`src/partition_fit_allocator_core_macros.svh`:
```
// assertion helpers for the allocator walk module
`ifndef PARTITION_FIT_ALLOCATOR_CORE_MACROS_SVH
`define PARTITION_FIT_ALLOCATOR_CORE_MACROS_SVH

// same-cycle implication
`define PFA_ASSERT_IMPLY(name, clk, rst_n, cond, expr) \
    name: assert property (@(posedge clk) disable iff (!rst_n) (cond) |-> (expr)) \
        else $error("allocator check failed");

// next-cycle implication
`define PFA_ASSERT_NEXT(name, clk, rst_n, cond, expr) \
    name: assert property (@(posedge clk) disable iff (!rst_n) (cond) |=> (expr)) \
        else $error("allocator sequence check failed");

`endif

```
`src/pfa_pkg.sv`:
```
package pfa_pkg;

    localparam int MAX_PARTITIONS_DEF = 64;
    localparam int SIZE_BITS_DEF      = 8;

    localparam int POLICY_W   = 2;
    localparam int HOLD_W     = 4;
    localparam int COUNT_W    = 7;
    localparam int CFG_IDX_W  = 2;
    localparam int CFG_DATA_W = 7;
    localparam int AGE_W      = 4;

    localparam logic [POLICY_W-1:0] POLICY_FIRST = 2'd0;
    localparam logic [POLICY_W-1:0] POLICY_BEST  = 2'd1;
    localparam logic [POLICY_W-1:0] POLICY_WORST = 2'd2;
    localparam logic [POLICY_W-1:0] POLICY_SPLIT = 2'd3;

    localparam logic [CFG_IDX_W-1:0] CFG_FIT_POLICY      = 2'd0;
    localparam logic [CFG_IDX_W-1:0] CFG_HOLD_TIME       = 2'd1;
    localparam logic [CFG_IDX_W-1:0] CFG_PARTITION_COUNT = 2'd2;

    localparam logic [POLICY_W-1:0] POLICY_RESET = POLICY_FIRST;
    localparam logic [HOLD_W-1:0]   HOLD_RESET   = 4'd5;
    localparam logic [COUNT_W-1:0]  COUNT_RESET  = 7'd0;

    localparam logic REQ_LOAD  = 1'b0;
    localparam logic REQ_ALLOC = 1'b1;

    typedef struct packed {
        logic [POLICY_W-1:0] fit_policy;
        logic [HOLD_W-1:0]   hold_time;
    } cfg_t;

endpackage

```
`src/pfa_cfg.sv`:
```
module pfa_cfg #(
    parameter int MAX_PARTITIONS = pfa_pkg::MAX_PARTITIONS_DEF,
    parameter int CNT_W          = $clog2(MAX_PARTITIONS + 1)
) (
    input  logic                          clk,
    input  logic                          rst_n,
    input  logic                          cfg_valid,
    output logic                          cfg_ready,
    input  logic [pfa_pkg::CFG_IDX_W-1:0]  cfg_index,
    input  logic [pfa_pkg::CFG_DATA_W-1:0] cfg_data,
    output pfa_pkg::cfg_t                 cfg,
    output logic [CNT_W-1:0]              limit
);

    logic [pfa_pkg::POLICY_W-1:0] policy_reg;
    logic [pfa_pkg::HOLD_W-1:0]   hold_reg;
    logic [pfa_pkg::COUNT_W-1:0]  count_reg;

    assign cfg_ready = 1'b1;

    always_ff @(posedge clk or negedge rst_n)
    begin
        if (!rst_n)
        begin
            policy_reg <= pfa_pkg::POLICY_RESET;
            hold_reg   <= pfa_pkg::HOLD_RESET;
            count_reg  <= pfa_pkg::COUNT_RESET;
        end
        else if (cfg_valid && cfg_ready)
        begin
            case (cfg_index)
                pfa_pkg::CFG_FIT_POLICY:
                    policy_reg <= cfg_data[pfa_pkg::POLICY_W-1:0];
                pfa_pkg::CFG_HOLD_TIME:
                    hold_reg <= cfg_data[pfa_pkg::HOLD_W-1:0];
                pfa_pkg::CFG_PARTITION_COUNT:
                    count_reg <= cfg_data[pfa_pkg::COUNT_W-1:0];
                default:
                begin
                end
            endcase
        end
    end

    // clamp the walk length to the table depth
    always_comb
    begin
        if (32'(count_reg) > MAX_PARTITIONS)
            limit = CNT_W'(MAX_PARTITIONS);
        else
            limit = CNT_W'(count_reg);
    end

    assign cfg.fit_policy = policy_reg;
    assign cfg.hold_time  = hold_reg;

endmodule

```
`src/pfa_walk.sv`:
```
`include "partition_fit_allocator_core_macros.svh"

module pfa_walk #(
    parameter int MAX_PARTITIONS = pfa_pkg::MAX_PARTITIONS_DEF,
    parameter int SIZE_BITS      = pfa_pkg::SIZE_BITS_DEF,
    parameter int IDX_W          = $clog2(MAX_PARTITIONS),
    parameter int CNT_W          = $clog2(MAX_PARTITIONS + 1)
) (
    input  logic                 clk,
    input  logic                 rst_n,
    input  logic                 in_valid,
    output logic                 in_stall,
    input  logic                 req_type,
    input  logic [IDX_W-1:0]     part_index,
    input  logic [SIZE_BITS-1:0] part_size,
    input  logic [SIZE_BITS-1:0] proc_size,
    input  pfa_pkg::cfg_t        cfg,
    input  logic [CNT_W-1:0]     limit,
    output logic                 res_valid,
    input  logic                 res_take,
    output logic                 res_granted,
    output logic [IDX_W-1:0]     res_idx,
    output logic [SIZE_BITS-1:0] res_room
);

    localparam logic [2:0] S_CLEAR = 3'd0;
    localparam logic [2:0] S_IDLE  = 3'd1;
    localparam logic [2:0] S_LOAD  = 3'd2;
    localparam logic [2:0] S_ISSUE = 3'd3;
    localparam logic [2:0] S_WALK  = 3'd4;
    localparam logic [2:0] S_PLACE = 3'd5;
    localparam logic [2:0] S_FIN   = 3'd6;

    localparam int AGE_W = pfa_pkg::AGE_W;

    typedef struct packed {
        logic [SIZE_BITS-1:0] size;
        logic [SIZE_BITS-1:0] occ;
        logic [AGE_W-1:0]     age;
    } entry_t;

    function automatic logic [SIZE_BITS-1:0] room_of(input logic [SIZE_BITS-1:0] s,
                                                    input logic [SIZE_BITS-1:0] o);
        room_of = (s >= o) ? s - o : '0;
    endfunction

    entry_t mem [MAX_PARTITIONS];
    entry_t rd_entry;
    logic              mem_we;
    logic [IDX_W-1:0]  mem_waddr;
    logic [IDX_W-1:0]  mem_raddr;
    entry_t            mem_wdata;

    logic [2:0]           state_reg, state_next;
    logic [IDX_W-1:0]     cur_reg, cur_next;
    logic [IDX_W-1:0]     resume_reg, resume_next;
    logic [SIZE_BITS-1:0] sz_reg, sz_next;
    logic                 found_reg, found_next;
    logic [IDX_W-1:0]     pick_reg, pick_next;
    logic [SIZE_BITS-1:0] pick_room_reg, pick_room_next;
    logic [SIZE_BITS-1:0] pick_size_reg, pick_size_next;
    logic                 granted_reg, granted_next;
    logic [IDX_W-1:0]     idx_reg, idx_next;
    logic [SIZE_BITS-1:0] room_reg, room_next;

    logic                 resume_walk;
    logic                 split;
    logic                 worst;
    logic [SIZE_BITS-1:0] room_d;
    logic [AGE_W:0]       age_inc;
    logic                 released;
    logic [SIZE_BITS-1:0] occ_sum;
    logic                 better;
    logic [CNT_W-1:0]     next_pos;
    logic                 last;
    logic                 hit;
    logic                 in_range;

    always_ff @(posedge clk)
    begin
        if (mem_we)
            mem[mem_waddr] <= mem_wdata;
        rd_entry <= mem[mem_raddr];
    end

    assign resume_walk = (cfg.fit_policy == pfa_pkg::POLICY_FIRST) ||
                         (cfg.fit_policy == pfa_pkg::POLICY_SPLIT);
    assign split       = (cfg.fit_policy == pfa_pkg::POLICY_SPLIT);
    assign worst       = (cfg.fit_policy == pfa_pkg::POLICY_WORST);
    assign room_d      = room_of(rd_entry.size, rd_entry.occ);
    assign age_inc     = {1'b0, rd_entry.age} + (AGE_W + 1)'(1);
    assign released    = age_inc > {1'b0, cfg.hold_time};
    assign occ_sum     = rd_entry.occ + sz_reg;
    assign better      = !found_reg || (worst ? (room_d > pick_room_reg)
                                              : (room_d < pick_room_reg));
    assign next_pos    = CNT_W'(cur_reg) + CNT_W'(1);
    assign last        = next_pos >= limit;
    assign in_range    = 32'(cur_reg) < MAX_PARTITIONS;

    always_comb
    begin
        state_next     = state_reg;
        cur_next       = cur_reg;
        resume_next    = resume_reg;
        sz_next        = sz_reg;
        found_next     = found_reg;
        pick_next      = pick_reg;
        pick_room_next = pick_room_reg;
        pick_size_next = pick_size_reg;
        granted_next   = granted_reg;
        idx_next       = idx_reg;
        room_next      = room_reg;
        mem_we         = 1'b0;
        mem_waddr      = cur_reg;
        mem_raddr      = cur_reg;
        mem_wdata      = '0;
        in_stall       = 1'b1;
        hit            = 1'b0;

        case (state_reg)
            S_CLEAR:
            begin
                mem_we = 1'b1;
                if (cur_reg == IDX_W'(MAX_PARTITIONS - 1))
                begin
                    cur_next   = '0;
                    state_next = S_IDLE;
                end
                else
                    cur_next = cur_reg + IDX_W'(1);
            end
            S_IDLE:
            begin
                in_stall = 1'b0;
                if (in_valid)
                begin
                    found_next = 1'b0;
                    if (req_type == pfa_pkg::REQ_LOAD)
                    begin
                        sz_next    = part_size;
                        cur_next   = part_index;
                        state_next = S_LOAD;
                    end
                    else
                    begin
                        sz_next    = proc_size;
                        cur_next   = resume_walk ? resume_reg : '0;
                        state_next = S_ISSUE;
                    end
                end
            end
            S_LOAD:
            begin
                mem_we         = in_range;
                mem_wdata.size = sz_reg;
                granted_next   = in_range;
                idx_next       = in_range ? cur_reg : '0;
                room_next      = in_range ? sz_reg : '0;
                state_next     = S_FIN;
            end
            S_ISSUE:
            begin
                if (CNT_W'(cur_reg) >= limit)
                begin
                    if (resume_walk)
                        resume_next = '0;
                    granted_next = 1'b0;
                    idx_next     = '0;
                    room_next    = '0;
                    state_next   = S_FIN;
                end
                else
                    state_next = S_WALK;
            end
            S_WALK:
            begin
                mem_raddr      = IDX_W'(next_pos);
                mem_wdata.size = rd_entry.size;
                if (rd_entry.occ != '0)
                begin
                    mem_we = 1'b1;
                    if (released)
                    begin
                        mem_wdata.occ = '0;
                        mem_wdata.age = '0;
                    end
                    else if (split && (room_d >= sz_reg))
                    begin
                        mem_wdata.occ = occ_sum;
                        mem_wdata.age = AGE_W'(1);
                        hit           = 1'b1;
                    end
                    else
                    begin
                        mem_wdata.occ = rd_entry.occ;
                        mem_wdata.age = age_inc[AGE_W-1:0];
                    end
                end
                else if (resume_walk)
                begin
                    if ((sz_reg <= room_d) && (split || (room_d != '0)))
                    begin
                        mem_we        = 1'b1;
                        mem_wdata.occ = occ_sum;
                        mem_wdata.age = AGE_W'(1);
                        hit           = 1'b1;
                    end
                end
                else if ((room_d >= sz_reg) && better)
                begin
                    found_next     = 1'b1;
                    pick_next      = cur_reg;
                    pick_room_next = room_d;
                    pick_size_next = rd_entry.size;
                end

                if (hit)
                begin
                    resume_next  = cur_reg;
                    granted_next = 1'b1;
                    idx_next     = cur_reg;
                    room_next    = room_of(rd_entry.size, occ_sum);
                    state_next   = S_FIN;
                end
                else if (last)
                begin
                    if (resume_walk)
                        resume_next = '0;
                    if (!resume_walk && found_next)
                        state_next = S_PLACE;
                    else
                    begin
                        granted_next = 1'b0;
                        idx_next     = '0;
                        room_next    = '0;
                        state_next   = S_FIN;
                    end
                end
                else
                    cur_next = IDX_W'(next_pos);
            end
            S_PLACE:
            begin
                mem_we         = 1'b1;
                mem_waddr      = pick_reg;
                mem_wdata.size = pick_size_reg;
                mem_wdata.occ  = sz_reg;
                mem_wdata.age  = AGE_W'(1);
                granted_next   = 1'b1;
                idx_next       = pick_reg;
                room_next      = room_of(pick_size_reg, sz_reg);
                state_next     = S_FIN;
            end
            S_FIN:
            begin
                if (res_take)
                    state_next = S_IDLE;
            end
            default:
                state_next = S_IDLE;
        endcase
    end

    always_ff @(posedge clk or negedge rst_n)
    begin
        if (!rst_n)
        begin
            state_reg  <= S_CLEAR;
            cur_reg    <= '0;
            resume_reg <= '0;
            found_reg  <= 1'b0;
        end
        else
        begin
            state_reg  <= state_next;
            cur_reg    <= cur_next;
            resume_reg <= resume_next;
            found_reg  <= found_next;
        end
    end

    always_ff @(posedge clk)
    begin
        sz_reg        <= sz_next;
        pick_reg      <= pick_next;
        pick_room_reg <= pick_room_next;
        pick_size_reg <= pick_size_next;
        granted_reg   <= granted_next;
        idx_reg       <= idx_next;
        room_reg      <= room_next;
    end

    assign res_valid   = (state_reg == S_FIN);
    assign res_granted = granted_reg;
    assign res_idx     = idx_reg;
    assign res_room    = room_reg;

    `PFA_ASSERT_IMPLY(a_walk_in_range, clk, rst_n, state_reg == S_WALK, CNT_W'(cur_reg) < limit)
    `PFA_ASSERT_IMPLY(a_no_write_idle, clk, rst_n, state_reg == S_IDLE || state_reg == S_FIN, !mem_we)
    `PFA_ASSERT_IMPLY(a_walk_no_overlap, clk, rst_n, state_reg == S_WALK && mem_we, mem_waddr != mem_raddr)
    `PFA_ASSERT_IMPLY(a_place_has_pick, clk, rst_n, state_reg == S_PLACE, found_reg)
    `PFA_ASSERT_NEXT(a_place_then_fin, clk, rst_n, state_reg == S_PLACE, state_reg == S_FIN)

endmodule

```
`src/pfa_outreg.sv`:
```
module pfa_outreg #(
    parameter int SIZE_BITS = pfa_pkg::SIZE_BITS_DEF,
    parameter int IDX_W     = $clog2(pfa_pkg::MAX_PARTITIONS_DEF)
) (
    input  logic                 clk,
    input  logic                 rst_n,
    input  logic                 res_valid,
    output logic                 res_take,
    input  logic                 res_granted,
    input  logic [IDX_W-1:0]     res_idx,
    input  logic [SIZE_BITS-1:0] res_room,
    output logic                 out_valid,
    input  logic                 out_stall,
    output logic                 granted,
    output logic [IDX_W-1:0]     placed_index,
    output logic [SIZE_BITS-1:0] room_left
);

    logic                 valid_reg;
    logic                 granted_reg;
    logic [IDX_W-1:0]     idx_reg;
    logic [SIZE_BITS-1:0] room_reg;

    // slot is free when empty or its word leaves this cycle
    assign res_take = res_valid && (!valid_reg || !out_stall);

    always_ff @(posedge clk or negedge rst_n)
    begin
        if (!rst_n)
            valid_reg <= 1'b0;
        else if (res_take)
            valid_reg <= 1'b1;
        else if (!out_stall)
            valid_reg <= 1'b0;
    end

    always_ff @(posedge clk)
    begin
        if (res_take)
        begin
            granted_reg <= res_granted;
            idx_reg     <= res_idx;
            room_reg    <= res_room;
        end
    end

    assign out_valid    = valid_reg;
    assign granted      = granted_reg;
    assign placed_index = idx_reg;
    assign room_left    = room_reg;

endmodule

```
`src/partition_fit_allocator_core.sv`:
```
// Fixed-partition allocator. A load word (req_type 0) writes one partition's size and empties
// it; an allocate word (req_type 1) walks the partition table, ages and releases occupied
// partitions and places the process by fit_policy, answering with granted, placed_index and
// room_left. The table sits in a RAM with one registered read port and one write port and is
// swept one entry per cycle; the walk covers n = min(partition_count, MAX_PARTITIONS)
// partitions (fewer for first fit and splitting, which start at the last placement and stop
// at a hit), and best and worst fit add a placement write after the walk. After reset the
// block clears every table entry before it takes its first word; configuration writes are
// taken at any time. A finished word waits in the output register while the next word is
// accepted.
module partition_fit_allocator_core #(
    parameter int MAX_PARTITIONS = pfa_pkg::MAX_PARTITIONS_DEF,
    parameter int SIZE_BITS      = pfa_pkg::SIZE_BITS_DEF,
    parameter int IDX_W          = $clog2(MAX_PARTITIONS),
    parameter int CNT_W          = $clog2(MAX_PARTITIONS + 1)
) (
    input  logic                          clk,
    input  logic                          rst_n,
    input  logic                          in_valid,
    output logic                          in_stall,
    input  logic                          req_type,
    input  logic [IDX_W-1:0]              part_index,
    input  logic [SIZE_BITS-1:0]          part_size,
    input  logic [SIZE_BITS-1:0]          proc_size,
    output logic                          out_valid,
    input  logic                          out_stall,
    output logic                          granted,
    output logic [IDX_W-1:0]              placed_index,
    output logic [SIZE_BITS-1:0]          room_left,
    input  logic                          cfg_valid,
    output logic                          cfg_ready,
    input  logic [pfa_pkg::CFG_IDX_W-1:0]  cfg_index,
    input  logic [pfa_pkg::CFG_DATA_W-1:0] cfg_data
);

    pfa_pkg::cfg_t        cfg;
    logic [CNT_W-1:0]     limit;
    logic                 res_valid;
    logic                 res_take;
    logic                 res_granted;
    logic [IDX_W-1:0]     res_idx;
    logic [SIZE_BITS-1:0] res_room;

    pfa_cfg #(
        .MAX_PARTITIONS (MAX_PARTITIONS),
        .CNT_W          (CNT_W)
    ) u_cfg (
        .clk       (clk),
        .rst_n     (rst_n),
        .cfg_valid (cfg_valid),
        .cfg_ready (cfg_ready),
        .cfg_index (cfg_index),
        .cfg_data  (cfg_data),
        .cfg       (cfg),
        .limit     (limit)
    );

    pfa_walk #(
        .MAX_PARTITIONS (MAX_PARTITIONS),
        .SIZE_BITS      (SIZE_BITS),
        .IDX_W          (IDX_W),
        .CNT_W          (CNT_W)
    ) u_walk (
        .clk         (clk),
        .rst_n       (rst_n),
        .in_valid    (in_valid),
        .in_stall    (in_stall),
        .req_type    (req_type),
        .part_index  (part_index),
        .part_size   (part_size),
        .proc_size   (proc_size),
        .cfg         (cfg),
        .limit       (limit),
        .res_valid   (res_valid),
        .res_take    (res_take),
        .res_granted (res_granted),
        .res_idx     (res_idx),
        .res_room    (res_room)
    );

    pfa_outreg #(
        .SIZE_BITS (SIZE_BITS),
        .IDX_W     (IDX_W)
    ) u_outreg (
        .clk          (clk),
        .rst_n        (rst_n),
        .res_valid    (res_valid),
        .res_take     (res_take),
        .res_granted  (res_granted),
        .res_idx      (res_idx),
        .res_room     (res_room),
        .out_valid    (out_valid),
        .out_stall    (out_stall),
        .granted      (granted),
        .placed_index (placed_index),
        .room_left    (room_left)
    );

endmodule

```
`config.mk`:
```
export PLATFORM = sky130hd
export DESIGN_NAME = partition_fit_allocator_core
export DESIGN_NICKNAME = d
export VERILOG_FILES = /design/src/pfa_pkg.sv /design/src/pfa_cfg.sv /design/src/pfa_walk.sv /design/src/pfa_outreg.sv /design/src/partition_fit_allocator_core.sv
export VERILOG_INCLUDE_DIRS = /design/src /design/src/src
export SDC_FILE = /design/constraint.sdc
export NUM_CORES = 2
export LEC_CHECK = 0
export ABC_AREA = 1
export CELL_PAD_IN_SITES_DETAIL_PLACEMENT = 0
export CELL_PAD_IN_SITES_GLOBAL_PLACEMENT = 1
export CORE_MARGIN = 1
export CORE_UTILIZATION = 55
export DETAILED_ROUTE_END_ITERATION = 10
export DONT_BUFFER_PORTS = 1
export GPL_ROUTABILITY_DRIVEN = 0
export GPL_TIMING_DRIVEN = 0
export PLACE_DENSITY = 0.87
export SLEW_MARGIN = 20
export SYNTH_ARGS = -nofsm -noshare
export SYNTH_HDL_FRONTEND = slang
export SYNTH_SLANG_ARGS = --single-unit
```
`constraint.sdc`:
```
create_clock -name clk -period 12.55 [get_ports clk]
set_input_delay 2.51 -clock clk [delete_from_list [all_inputs] [get_ports clk]]
set_output_delay 2.51 -clock clk [all_outputs]
set_load 0.005 [all_outputs]
```
==> reports/metrics.csv <==
stage,metric,value,unit
cts,clk slew on worst S/H paths,0.06,ns
floorplanning,I/O pins,55,
cts,buffer levels on the longest clock path,3,
cts,post-CTS setup buffer count,0,
min_path,HP Class,reg2reg,
run,Maximum Capacitance Violations,0,
logic_synthesis,"top cells by count, synth","nand2_1, edfxtp_1, nand3_1",
logic_synthesis,post-synth top area share,68.9,%
finish,Final #Nets,5520,
cts,hold buffers post-CTS,0,
logic_synthesis,post-synthesis cell area,58400,µm²
route,First-pass DRT Iterations,6,
logic_synthesis,ys flop type,edfxtp_1,
cts,clock root cell,clkbuf_16,
setup_path,"most used cell, CP",buf_4,
floorplanning,Initial Util,55.5,%
placement,placed cell count,6658,
grt,largest net degree at the start of global routing,39,
logic_synthesis,Post-synth EDFFs,1340,
cts,TritonCTS clock tree,done,
grt,number of global-route vias before repair,38900,
cts,H-tree Lvls,4,
floorplanning,CORE AREA,105000,µm²
setup_path,Buf/Inv on CP,9,
sta,final setup vio count,0,
power_and_ir_drop,clock power share,20.9,%
logic_synthesis,"Seq/Total Area, Yosys",70.9,%
grt,first-pass GRT wire length,241000,µm
sta,Worst-Margin Slew,1.19,ns
setup_path,Worst Path Required,13.16,ns
route,via count,41100,
setup_path,Critical-path top delay cell,o211ai_1,
sta,period utilisation layout,48.3,%
floorplanning,Horiz. Die Dim,328,µm
finish,layout cell share with drive strength beyond 1,10.7,%
logic_synthesis,YS warnings,0,
route,WL/cell,23.8,µm
logic_synthesis,"Distinct cells, synth",49,
logic_synthesis,"FFs w/ async S/R, synth",2.16,%
logic_synthesis,top post-synthesis cells by area,"edfxtp_1, nand3_1, nand2_1",
sta,Pins Over Slew Limit,0,
sta,slew margin rel.,20.4,%
grt,GRT Resource Usage Total,30.7,%
sta,setup TNS,0,ns
power_and_ir_drop,PwrDens,289,nW/µm²
route,Final ANT Viol Nets,0,
sta,time the worst path needs with I/O delays and setup,6.07,ns
grt,grt ovf,0,
floorplanning,die height,328,µm
logic_synthesis,synthesized area per cell,11.5,µm²
power_and_ir_drop,P_int,0.0107,W
power_and_ir_drop,Leakage,24.9,nW
setup_path,Worst EP arrival,6.67,ns
sta,Fin Clk Skew,0.0227,ns
logic_synthesis,most common cell in the netlist,nand2_1,
power_and_ir_drop,peak ir drop on the vdd network,192,µV
logic_synthesis,Synth Instances,5098,
floorplanning,row count,119,
status,run status,"finished, final reports clean",
placement,input/output buffers,0,
setup_path,kind of cell adding the most delay to the critical path,buffers and inverters,
power_and_ir_drop,P_sw,0.00864,W
cts,worst skew pair latency,0.77,ns
floorplanning,die area,107000,µm²
finish,Top reg by flops,u_walk.mem,
route,final WL,165000,µm
finish,max reg flops,1280,
finish,biggest regs,"u_walk.mem (1280), u_walk.rd_entry (20)",
setup_path,Startpoint Class,flip-flop,
placement,post-DP HPWL,116000,µm
power_and_ir_drop,Flop pwr share,31.5,%
logic_synthesis,Seq cells post-synth,1390,
cts,post-cts sizing count,0,
cts,TritonCTS buffer count,141,
cts,TritonCTS Sinks,1390,
route,Starting DRT DRC Count,4841,
logic_synthesis,post-synth net total,5208,
power_and_ir_drop,total power,0.0193,W
grt,initial antenna violation count,7,
setup_path,Setup Crit Path Kind,reg2reg,
setup_path,slowest cell delay on critical path,0.77,ns
sta,RSZ-0062 raised after global routing,false,
power_and_ir_drop,Comb power frac,47.6,%
sta,fmax,165,MHz
route,DRC viols,0,
logic_synthesis,cell taking the most area after synthesis,edfxtp_1,
power_and_ir_drop,sw frac,44.7,%
finish,Final Non-Filler Cells,6914,
setup_path,crit-path max FO,10,
setup_path,Crit. End Element,flip-flop,
finish,synthesis-to-layout area growth,14.7,%
sta,"Hold Vio Cnt, Final",0,
route,vias per inst,5.94,
==> cell families after synthesis <==
| family | share of synthesized area (%) |
|---|---|
| simple gates | 22.2 |
| flops | 70.9 |
| buf+inv | 3.17 |
| compound gates | 1.67 |
| fa+ha+maj | 1.62 |
| xor+xnor | 0.285 |
| mux | 0.193 |
| other cells | 0.00642 |
==> placed cells by master, fill, tap and decap left out, types with 10 or more instances in the layout <==
cell       instances
a21oi_1           57
a31oi_1           20
buf_16            27
buf_2             99
buf_4             78
buf_6             57
buf_8             13
clkbuf_1         212
clkbuf_16        144
clkinv_1          35
clkinv_2          18
dfrtp_1           28
dfxtp_1           20
edfxtp_1        1340
ha_1              69
inv_1            150
mux2_2            10
nand2_1         1528
nand2_2           10
nand3_1         1257
nand4_1           19
nor2_1            83
nor2_2            61
o211ai_1          13
o21ai_0           30
xor2_1            14
==> per-layer routing <==
metal / wire [µm] / vias up / track usage [%]
met5: 36 / - / 0
met3: 17500 / 451 / 6.76
met4: 8160 / 6 / 13.9
li1: - / 18700 / -
met2: 76500 / 2310 / 48.7
met1: 62700 / 19600 / 40.6
==> metrics by stage <==
| stage | worst slack [ns] | instance area (µm²) | utilization (%) | hold slack (ns) |
|---|---|---|---|---|
| 2_1_floorplan | 6.38 | 58400 | - | 0.400 |
| 3_3_place_gp | 0.470 | 60100 | 57.1 | 0.403 |
| 3_5_place_dp | 6.68 | 62600 | 59.5 | 0.406 |
| 4_1_cts | 6.65 | 67000 | 63.6 | 0.421 |
| 5_1_grt | 6.29 | 67000 | 63.6 | 0.433 |
| 6_report | 6.48 | 67000 | 63.6 | 0.421 |
==> power groups by stage <==
stage / clock network (W) / logic [W] / registers (W)
2_1_floorplan: 0 / 0.00517 / 0.00619
3_3_place_gp: 0 / 0.00824 / 0.00640
3_5_place_dp: 0 / 0.00890 / 0.00618
4_1_cts: 0.00406 / 0.00895 / 0.00608
5_1_grt: 0.00423 / 0.00985 / 0.00610
6_report: 0.00404 / 0.00921 / 0.00609
==> cell type report <==
cell class	count	area [µm²]
clock inverters	75	643
multi-input cells	3256	15500
flip-flops and latches	1390	41400
repair buffers	169	2130
plain buffers	292	1250
well taps	1391	1740
clock buffers	177	3740
fillers	7812	38300
inverters	160	601
diodes	4	10.0
==> worst paths after layout <==
check                                    startpoint                  endpoint  slack [ns]  depth (start not counted)
worst max-delay path            u_walk.rd_entry[12]        u_walk.mem[13][10]        6.48                         25
worst min-delay path              u_walk.res_idx[2]  u_outreg.placed_index[2]        0.42                          0
worst max register to register  u_walk.rd_entry[12]        u_walk.mem[13][10]        6.48                         25
worst min register to register    u_walk.res_idx[2]  u_outreg.placed_index[2]        0.42                          0
max in group asynchronous                     rst_n         u_cfg.hold_reg[2]       10.93                          0
min in group asynchronous                     rst_n          u_walk.found_reg        1.44                          0
No activity file was read; power rests on OpenSTA's default activity.
